### config.mk
export PLATFORM = sky130hd
export DESIGN_NAME = ihp_ctrl
export DESIGN_NICKNAME = d
export VERILOG_FILES = /design/src/rtl/ihp_pkg.sv /design/src/rtl/ihp_ctrl.sv
export SDC_FILE = /design/constraint.sdc
export NUM_CORES = 1
export LEC_CHECK = 0
export BUFFER_PORTS_ARGS = -buffer_cell sky130_fd_sc_hd__buf_4
export CORE_AREA = 10 10 47 49
export CTS_CLUSTER_DIAMETER = 30
export CTS_CLUSTER_SIZE = 28
export DETAILED_ROUTE_END_ITERATION = 10
export DIE_AREA = 0 0 57 59
export SYNTH_ARGS = -nofsm -noshare
export SYNTH_HDL_FRONTEND = slang
export SYNTH_SLANG_ARGS = --single-unit
export TNS_END_PERCENT = 10
### constraint.sdc
create_clock -name clk_i -period 1.6 [get_ports clk_i]
set_clock_uncertainty 0.1 [all_clocks]
set_input_delay 0.08 -clock clk_i [delete_from_list [all_inputs] [get_ports clk_i]]
set_output_delay 0.08 -clock clk_i [all_outputs]
set_load 0.05 [all_outputs]
### src/rtl/ihp_pkg.sv
// Shared types, codes and command/status bundles for the indexed max-priority heap.
`default_nettype none
package ihp_pkg;

  localparam int NODE_W    = 10;
  localparam int SCORE_W   = 16;
  localparam int COUNT_W   = 11;
  localparam int NODE_SPAN = 1 << NODE_W;

  typedef enum logic [1:0] {
    MODE_INSERT = 2'd0,
    MODE_CHANGE = 2'd1,
    MODE_REMOVE = 2'd2,
    MODE_CLEAR  = 2'd3
  } mode_e;

  typedef enum logic [2:0] {
    ST_OK     = 3'd0,
    ST_FULL   = 3'd1,
    ST_DUP    = 3'd2,
    ST_ABSENT = 3'd3,
    ST_EMPTY  = 3'd4
  } status_e;

  typedef struct packed {
    mode_e                      mode;
    logic [NODE_W-1:0]          node_id;
    logic signed [SCORE_W-1:0]  node_score;
  } req_t;

  typedef struct packed {
    logic [NODE_W-1:0]          head_node;
    logic signed [SCORE_W-1:0]  head_score;
    status_e                    status;
    logic                       node_present;
    logic [COUNT_W-1:0]         entry_count;
  } rsp_t;

  typedef enum logic [3:0] {
    CMD_IDLE,
    CMD_ACCEPT,
    CMD_LOOK,
    CMD_REM,
    CMD_SWEEP,
    CMD_UP_A,
    CMD_UP_B,
    CMD_UP_C,
    CMD_DN_A,
    CMD_DN_B,
    CMD_DN_C,
    CMD_FIN,
    CMD_RESP
  } cmd_e;

  typedef struct packed {
    logic go_sift;
    logic go_rem;
    logic go_sweep;
    logic rem_more;
    logic sweep_done;
    logic pos_root;
    logic up_swap;
    logic no_left;
    logic dn_swap;
    logic out_free;
  } st_t;

endpackage
`default_nettype wire

### src/rtl/ihp_ctrl.sv
// Sequencer for the heap: look-up, sift steps, clearing sweep and result hand-off.
`default_nettype none
module ihp_ctrl import ihp_pkg::*; (
  input  wire  clk_i,
  input  wire  rst_ni,
  input  wire  in_valid_i,
  output logic in_stall_o,
  input  st_t  st_i,
  output cmd_e cmd_o
);

  typedef enum logic [3:0] {
    S_INIT, S_IDLE, S_LOOK, S_REM, S_SWEEP, S_UP_A, S_UP_B, S_UP_C,
    S_DN_A, S_DN_B, S_DN_C, S_FIN, S_RESP
  } state_e;

  state_e state_q, state_d;

  always_comb begin
    cmd_o   = CMD_IDLE;
    state_d = state_q;
    unique case (state_q)
      S_INIT: begin
        cmd_o = CMD_SWEEP;
        if (st_i.sweep_done) state_d = S_IDLE;
      end
      S_IDLE: begin
        if (in_valid_i) begin
          cmd_o   = CMD_ACCEPT;
          state_d = S_LOOK;
        end
      end
      S_LOOK: begin
        cmd_o = CMD_LOOK;
        if (st_i.go_sweep)     state_d = S_SWEEP;
        else if (st_i.go_rem)  state_d = S_REM;
        else if (st_i.go_sift) state_d = S_UP_A;
        else                   state_d = S_RESP;
      end
      S_REM: begin
        cmd_o   = CMD_REM;
        state_d = st_i.rem_more ? S_UP_A : S_RESP;
      end
      S_SWEEP: begin
        cmd_o = CMD_SWEEP;
        if (st_i.sweep_done) state_d = S_RESP;
      end
      S_UP_A: begin
        cmd_o   = CMD_UP_A;
        state_d = st_i.pos_root ? S_DN_A : S_UP_B;
      end
      S_UP_B: begin
        cmd_o   = CMD_UP_B;
        state_d = S_UP_C;
      end
      S_UP_C: begin
        cmd_o   = CMD_UP_C;
        state_d = st_i.up_swap ? S_UP_A : S_DN_A;
      end
      S_DN_A: begin
        cmd_o   = CMD_DN_A;
        state_d = st_i.no_left ? S_FIN : S_DN_B;
      end
      S_DN_B: begin
        cmd_o   = CMD_DN_B;
        state_d = S_DN_C;
      end
      S_DN_C: begin
        cmd_o   = CMD_DN_C;
        state_d = st_i.dn_swap ? S_DN_A : S_FIN;
      end
      S_FIN: begin
        cmd_o   = CMD_FIN;
        state_d = S_RESP;
      end
      S_RESP: begin
        // hold until the result register can take the new result
        if (st_i.out_free) begin
          cmd_o   = CMD_RESP;
          state_d = S_IDLE;
        end
      end
      default: state_d = S_INIT;
    endcase
  end

  always_ff @(posedge clk_i or negedge rst_ni) begin
    if (!rst_ni) begin
      state_q <= S_INIT;
    end else begin
      state_q <= state_d;
    end
  end

  assign in_stall_o = (state_q != S_IDLE);

endmodule
`default_nettype wire

==> results of run 1 <==
[final cells by class]
class | instances | area, um2 | area share
tap | 16 | 20.0 | 0.0297
inverter | 3 | 11.3 | 0.0167
timing repair buffer | 24 | 190 | 0.283
multi-input combinational | 51 | 325 | 0.483
clock buffer | 3 | 22.5 | 0.0335
sequential | 4 | 104 | 0.154
[power by group]
part,total [mW],switching (mW),internal (mW),leakage [nW]
Combinational,1.03,0.604,0.423,0.228
Sequential,0.266,0.112,0.154,0.0467
Clock,0.128,0.0440,0.0841,0.0138
Total,1.42,0.760,0.662,0.288
[kinds of logic after synthesis]
| logic type | count (synthesis) | synth area share |
|---|---|---|
| and+or+nand+nor | 29 | 0.367 |
| AOI/OAI and AO/OA | 21 | 0.299 |
| buffers and inverters | 7 | 0.0951 |
| DFF | 4 | 0.217 |
| muxes | 1 | 0.0217 |
[metal layers]
metal | part of all wire | GRT usage | vias up
li1 | - | - | 277
met1 | 0.41 | 0.0914 | 253
met2 | 0.49 | 0.140 | 28
met3 | 0.072 | 0.0343 | 4
met4 | 0.024 | 0.0805 | 0
met5 | 0 | 0 | -
[worst reg2reg max path, delay by kind of cell (launching register included)]
family           cells  cell delay [ns]
AO/OA/AOI/OAI        3             0.56
flip-flops           1             0.48
AND/OR/NAND/NOR      1             0.26
[worst paths after layout]
path,start,endpoint,depth (start not counted),slack [ns]
setup reg to reg,state_q[1],state_q[3],4,0.07
min in group asynchronous,rst_ni,state_q[0],2,0.08
setup / recovery,state_q[1],state_q[3],4,0.07
max in group asynchronous,rst_ni,state_q[3],2,1.21
hold / removal,st_i[8],state_q[1],3,0.04
hold reg to reg,state_q[1],state_q[2],3,0.64
[cells in the mapped netlist]
cell type	instances
nor2_1	8
a21oi_1	5
nand2_1	5
dfrtp_1	4
nand2b_1	4
o21ai_0	4
a221oi_1	3
buf_2	2
buf_6	2
inv_1	2
nor3_1	2
nor4_2	2
o21ai_1	2
a211oi_1	1
a21o_1	1
a31oi_1	1
and2_1	1
inv_2	1
mux2i_1	1
nand3_1	1
nand3b_1	1
nor2b_1	1
nor3b_2	1
o2111ai_1	1
o221a_2	1
o22ai_1	1
o32ai_1	1
or2_1	1
or3b_1	1
or4_1	1
[layout by cell type (no fill, tap or decap), types with 2 or more instances in the layout]
master,n
dfrtp_2,3
nor2_1,8
nor3_1,2
buf_4,21
buf_6,2
inv_1,2
o21ai_1,3
a21oi_1,5
clkbuf_4,3
nand2_1,5
o21ai_0,3
a221oi_1,3
nand2b_1,4
[timing repair]
action                                 CTS  global route
hold buffers                             1             0
resized for setup                        1             5
endpoints found under the hold margin    4             0
setup endpoints to repair                1             9
==> out/qor.txt, run 1 <==
Worst-path cell with the longest stage delay -> dfrtp_2
CTS root buf -> clkbuf_4
Maxcap violations -> 0
RSZ-0062 raised after global routing -> true
WS Path Type -> reg -> reg
Worst setup EP type -> register
CP required -> 1.61 ns
Total negative slack -> 0 ns
CTS tree -> done
Layout Cells excl Fill -> 101
Number of clock sinks -> 4
Layout cell share with drive strength beyond 1 -> 0.400
CP max stage delay -> 0.48 ns
Count of state elements after synthesis -> 4
Routability Congestion -> 0.909
Register area share after synthesis -> 0.217
Syn-to-layout area delta -> 46.2%
Status -> complete, no violations
Inserted Diodes -> 0
Minimum clock period -> 1.53 ns
Die area -> 3360 um2
Vias per Instance -> 5.56
Leakage -> 0.288 nW
Final instance area -> 673 um2
Hpwl dp -> 1150 um
Die Y-Extent -> 59 um
Skew-Pair Late Insertion Delay -> 0.24 ns
Max Root-Sink Buffers -> 2
CP delay by family, top -> compound AO/OA/AOI/OAI gates
Worst EP arrival -> 1.54 ns
CTS H-tree depth -> 1
Startpoint types -> register
Placed cell count -> 97
Total Wirelength -> 1480 um
Largest register FFs -> 4
DR vias -> 562
Global-route wire length before repair -> 2420 um
Mapped Area -> 460 um2
Final Hold Viols -> 0
Drt first-iter violations -> 19
Row Count -> 14
Worst-path cell chain -> or2_1 > o32ai_1 > a21o_1 > o21ai_1
Yosys Warn Count -> 0
Reg with most FFs -> state_q
Worst slew pin tran -> 0.344 ns
Synth Net Count -> 75
Buffers and inverters on the worst path -> 0
PortBufs -> 17
Achievable Freq -> 654 MHz
Avg Inst Size Synth -> 7.43 um2
Gr ovfl total -> 0
Area contributors post-synth -> dfrtp_1 22%, nor2_1 6.5%, a221oi_1 5.7%
Number of CTS-inserted buffers -> 3
WL/cell -> 14.6 um
Placed Instance Area -> 621 um2
Initial Util -> 0.329
Power per cell area -> 2110 nW/um2
Post-route setup slack -> 0.0700 ns
Initial antenna violation count -> 0
Largest area contributor in the netlist -> dfrtp_1
Vias in the first global route -> 563
Period utilization -> 0.956
Largest regs -> state_q (4)
Clock Pin Slew Worst Setup and Hold Paths -> 0.04 ns
Remaining DRCs -> 0
Fill cell count -> 156
Boundary Pins -> 18
Routed Antenna Nets -> 0
Final setup viols -> 0
Chip width -> 57 um
CORE AREA -> 1400 um2
Util after Layout -> 0.480
Peak supply drop -> 0.00126 V
Crit Path Max Fanout -> 10
Largest net degree at the start of global routing -> 11
Post-CTS Setup Inserts -> 0
Layout Nets -> 100
Hold slack -> 0.0388 ns
Mapped Cells -> 62
DP Worst Slack -> 0.0804 ns
Drt pass-1 iters -> 4
Power Total -> 1.42 mW
Post-synthesis cell type count -> 30
GRT Resource Usage Total -> 0.0895
HP Class -> in -> reg
Slew Limit Fails -> 0
Relative slew slack -> 0.770
Post-synth top area share -> 0.217
No activity file was read; power rests on OpenSTA's default activity.
==> run 2, diff against run 1 <==
==> constraint.sdc (replaced) <==
create_clock -name clk_i -period 1.6 [get_ports clk_i]
set_clock_uncertainty 0.1 [all_clocks]
set_input_delay 0.16 -clock clk_i [delete_from_list [all_inputs] [get_ports clk_i]]
set_output_delay 0.16 -clock clk_i [all_outputs]
set_load 0.05 [all_outputs]
==> out/qor.txt, run 2 (synthesized netlist as in run 1, its figures left out) <==
DR vias -> 633
Achievable Freq -> 626 MHz
Global-route wire length before repair -> 2590 um
WS Path Type -> reg -> out
Status -> complete, no violations
Vias in the first global route -> 614
CP required -> 1.34 ns
Final setup viols -> 0
Inserted Diodes -> 0
Drt first-iter violations -> 19
Vias per Instance -> 5.81
Number of clock sinks -> 4
Row Count -> 14
Internal power -> 0.778 mW
HP Class -> in -> reg
Clock power share -> 0.080
Minimum clock period -> 1.60 ns
Fill cell count -> 144
CTS root buf -> clkbuf_4
Skew-Pair Late Insertion Delay -> 0.24 ns
CORE AREA -> 1400 um2
CTS H-tree depth -> 1
Worst hold path depth -> 3
Commonest non-fill, non-tap cells in the layout -> 27 x buf_4, 6 x nor2_1, 5 x a21oi_1
Depth of the most critical reg-to-reg path -> 6
WL/cell -> 15.3 um
Slew Limit Fails -> 0
Reg with most FFs -> state_q
Peak supply drop -> 0.00122 V
Startpoint types -> register
Die area -> 3360 um2
Chip width -> 57 um
RSZ-0062 raised after global routing -> true
Total Wirelength -> 1670 um
Max Root-Sink Buffers -> 2
Worst EP arrival -> 1.34 ns
Routed Antenna Nets -> 0
Final instance area -> 754 um2
Drt pass-1 iters -> 4
Clock Pin Slew Worst Setup and Hold Paths -> 0.04 ns
Leading cell type in the layout, fill and taps excluded -> buf_4
GRT Resource Usage Total -> 0.0946
Worst setup EP type -> output pin
Gr ovfl total -> 0
Power Total -> 1.62 mW
PortBufs -> 17
Leakage -> 0.331 nW
Final Hold Viols -> 0
Period utilization -> 0.998
Worst slew pin tran -> 0.354 ns
Largest regs -> state_q (4)
Placed Instance Area -> 631 um2
Largest register FFs -> 4
Syn-to-layout area delta -> 63.9%
Layout Nets -> 108
Crit Path Max Fanout -> 6
Switching Fraction -> 0.518
Power per cell area -> 2140 nW/um2
Number of CTS-inserted buffers -> 3
Initial antenna violation count -> 0
Initial Util -> 0.329
Boundary Pins -> 18
Sequential power share -> 0.144
Die Y-Extent -> 59 um
Relative slew slack -> 0.763
NetSw -> 0.837 mW
CTS tree -> done
Layout cell share with drive strength beyond 1 -> 0.495
Largest net degree at the start of global routing -> 11
Remaining DRCs -> 0
Routability Congestion -> 0.874
Maxcap violations -> 0
Logic gate share of total power -> 0.776
Hpwl dp -> 1180 um
[run 2: cell types whose count changed in the layout (fill, tap and decap cells not counted)]
cell	before	now
buf_4	21	27
nor2_1	8	6
nor2_2	0	2
buf_6	2	3
clkbuf_2	0	1
nand2_1	5	4
nand2_2	0	1
nor4_2	1	0
nor4_4	1	2
o21ai_1	3	2
o21ai_2	0	1
[run 2: per-layer routing]
layer	vias to the layer above	track usage	wire length, um
met5	-	0	0
met4	0	0.0705	28
met3	5	0.0322	131
met2	34	0.155	850
met1	299	0.0986	658
li1	295	-	-
[run 2: final timing paths]
path                            startpoint    endpoint  slack, ns
worst max-delay path            state_q[1]    cmd_o[3]      0.004
worst min-delay path               st_i[8]  state_q[1]       0.10
worst max register to register  state_q[1]  state_q[3]       0.08
worst min register to register  state_q[2]  state_q[2]       0.66
max in group asynchronous           rst_ni  state_q[2]       1.14
min in group asynchronous           rst_ni  state_q[1]       0.15
[run 2: power groups by stage]
stage / Combinational (mW) / Clock, mW / Sequential (mW)
after detailed placement: 1.02 / 0 / 0.246
final: 1.25 / 0.129 / 0.233
after global placement: 1.02 / 0 / 0.245
after CTS: 1.04 / 0.129 / 0.261
after global routing: 1.36 / 0.146 / 0.236
after floorplan: 0.780 / 0 / 0.181
[run 2: through the flow]
stage / utilization / hold slack (ns) / instances / setup slack (ns) / setup TNS (ns)
3_3_place_gp: 0.450 / -0.144 / 98 / 0.0914 / 0
2_1_floorplan: - / -0.236 / 62 / -0.0339 / -0.0339
6_report: 0.538 / 0.103 / 109 / 0.00364 / 0
3_5_place_dp: 0.450 / -0.143 / 98 / 0.0658 / 0
5_1_grt: 0.538 / 0.116 / 109 / -0.0684 / -0.135
4_1_cts: 0.485 / 0.107 / 102 / -0.0538 / -0.0538
[run 2: layout make-up]
class / instances / area [um2] / area share
tap: 16 / 20.0 / 0.0265
inverter: 3 / 11.3 / 0.0149
clock buffer: 3 / 22.5 / 0.0299
multi-input combinational: 51 / 345 / 0.458
timing repair buffer: 32 / 251 / 0.333
sequential: 4 / 104 / 0.138
[run 2: critical path: stages (launching register included)]
cell and delay (ns):
dfrtp_2 0.44, buf_4 0.15, nor3b_2 0.18, nor2_1 0.07, nor2_2 0.09, buf_6 0.16
[run 2: timing repair]
item                                    4_1_cts  5_1_grt
endpoints found under the hold margin         4        0
endpoints found under the setup margin        5        7
resized for setup                             5        6
hold buffers                                  1        0
setup buffers                                 0        7
pin swaps                                     1        0
==> run 3, diff against run 2 <==
--- a/config.mk
+++ b/config.mk
@@ -11,6 +11,7 @@
 export CTS_CLUSTER_SIZE = 28
 export DETAILED_ROUTE_END_ITERATION = 10
 export DIE_AREA = 0 0 57 59
+export SETUP_SLACK_MARGIN = 0.2
 export SYNTH_ARGS = -nofsm -noshare
 export SYNTH_HDL_FRONTEND = slang
 export SYNTH_SLANG_ARGS = --single-unit
==> out/qor.txt, run 3 (synthesized netlist as in run 1, its figures left out) <==
Status -> complete, no violations
Post-route setup slack -> 0.0984 ns
DR vias -> 600
Minimum clock period -> 1.50 ns
Row Count -> 14
Largest regs -> state_q (4)
Worst-path cell with the longest stage delay -> dfrtp_2
CTS tree -> done
Die area -> 3360 um2
Largest register FFs -> 4
Area of the multi-input gates -> 367 um2
WL met2 -> 819 um
Total negative slack -> 0 ns
Reg with most FFs -> state_q
HP Class -> in -> reg
Final setup viols -> 0
Hpwl dp -> 1130 um
M1 wire length -> 719 um
Crit Path Max Fanout -> 6
Register area -> 105 um2
Reg-to-Reg End -> state_q[3]
Placed cell count -> 96
Worst-path cell chain -> or2_4 > o21ai_2 > buf_6
Worst EP arrival -> 1.24 ns
Worst hold path depth -> 3
Drt pass-1 iters -> 4
Achievable Freq -> 666 MHz
CTS H-tree depth -> 1
Die Y-Extent -> 59 um
Final Hold Viols -> 0
Initial antenna violation count -> 0
Layout cell share with drive strength beyond 1 -> 0.553
Chip width -> 57 um
WL/cell -> 14.5 um
Metal3 WL -> 39 um
Maxcap violations -> 0
CORE AREA -> 1400 um2
Peak supply drop -> 0.000878 V
Initial Util -> 0.329
Boundary Pins -> 18
Number of clock sinks -> 4
Number of CTS-inserted buffers -> 3
RSZ-0062 raised after global routing -> true
Layout Nets -> 109
Buffers and inverters on the worst path -> 1
Leakage -> 0.346 nW
HP Start -> st_i[8]
CP required -> 1.34 ns
Largest net degree at the start of global routing -> 10
Period utilization -> 0.938
Total Wirelength -> 1600 um
Reg2Reg Setup Slack -> 0.11 ns
Startpoint types -> register
Worst slew pin tran -> 0.330 ns
Global-route wire length before repair -> 2660 um
Vias in the first global route -> 645
Gr ovfl total -> 0
Worst setup EP type -> output pin
Depth of the most critical reg-to-reg path -> 4
Leading cell type in the layout, fill and taps excluded -> buf_4
Commonest non-fill, non-tap cells in the layout -> 28 x buf_4, 7 x nor2_1, 5 x a21oi_1
Util after Layout -> 0.564
Syn-to-layout area delta -> 71.7%
Remaining DRCs -> 0
Power per cell area -> 2120 nW/um2
Inserted Diodes -> 0
Layout Cells excl Fill -> 110
Routability Congestion -> 0.818
Skew-Pair Late Insertion Delay -> 0.24 ns
Clock Pin Slew Worst Setup and Hold Paths -> 0.04 ns
Vias per Instance -> 5.45
Launch point of the worst reg-to-reg path -> state_q[0]
Routed Antenna Nets -> 0
Top Metal Used -> met4
Slew Limit Fails -> 0
CP delay by family, top -> flip-flops
DP Worst Slack -> 0.0510 ns
WHS Endpoint -> state_q[1]
Setup crit start -> state_q[0]
Drt first-iter violations -> 5
Max Root-Sink Buffers -> 2
CTS root buf -> clkbuf_4
Fill cell count -> 141
WS Path Type -> reg -> out
Relative slew slack -> 0.779
GRT Resource Usage Total -> 0.0935
CP max stage delay -> 0.44 ns
PortBufs -> 17
run 3: changes by cell type in the layout (fill, tap and decap cells not counted), sizes merged:
cell / change
buf: +2
clkbuf: -1
run 3: cell type report:
cell class,instances,share of cell area
inverter,3,0.0142
clock buffer,3,0.0285
sequential,4,0.133
multi-input combinational,51,0.464
tap,16,0.0253
timing repair buffer,33,0.335
run 3: layer usage:
layer / global-route usage / up-vias
met5: 0 / -
met4: 0.0369 / 0
met1: 0.107 / 282
li1: - / 296
met3: 0.0107 / 3
met2: 0.171 / 19
run 3: where the power goes:
group          leakage (nW)  switching [mW]  internal (mW)  total (mW)
logic                 0.287           0.693          0.598        1.29
clock network        0.0138          0.0421         0.0839       0.126
registers            0.0456           0.106          0.157       0.263
total                 0.346           0.841          0.839        1.68
run 3: worst max-delay path by stage:
stage	end	slack (ns)	cells past startpoint
final	cmd_o[2]	0.1	3
after global routing	cmd_o[0]	0.04	3
after CTS	cmd_o[0]	0.11	3
after detailed placement	state_q[3]	0.05	4
after global placement	state_q[3]	0.07	4
after floorplan	cmd_o[0]	0.03	4
run 3: per-stage QoR:
stage | total power, mW | hold WS, ns | area [um2]
4_1_cts | 1.65 | 0.102 | 782
6_report | 1.68 | 0.100 | 791
5_1_grt | 1.78 | 0.123 | 791
3_5_place_dp | 1.23 | -0.142 | 619
2_1_floorplan | 0.973 | -0.236 | 467
3_3_place_gp | 1.24 | -0.143 | 619
run 3: timing repair:
action,4_1_cts,5_1_grt
hold buffers,1,0
hold endpoints to repair,4,0
setup buffers,10,0
resized for setup,14,3
pin swaps,4,2
setup endpoints to repair,9,9
run 3: tightest hold or removal path, delay by kind of cell:
kind / cells / cell delay (ns)
buf+inv: 1 / 0.09
compound gates: 1 / 0.07
simple gates: 1 / 0.08
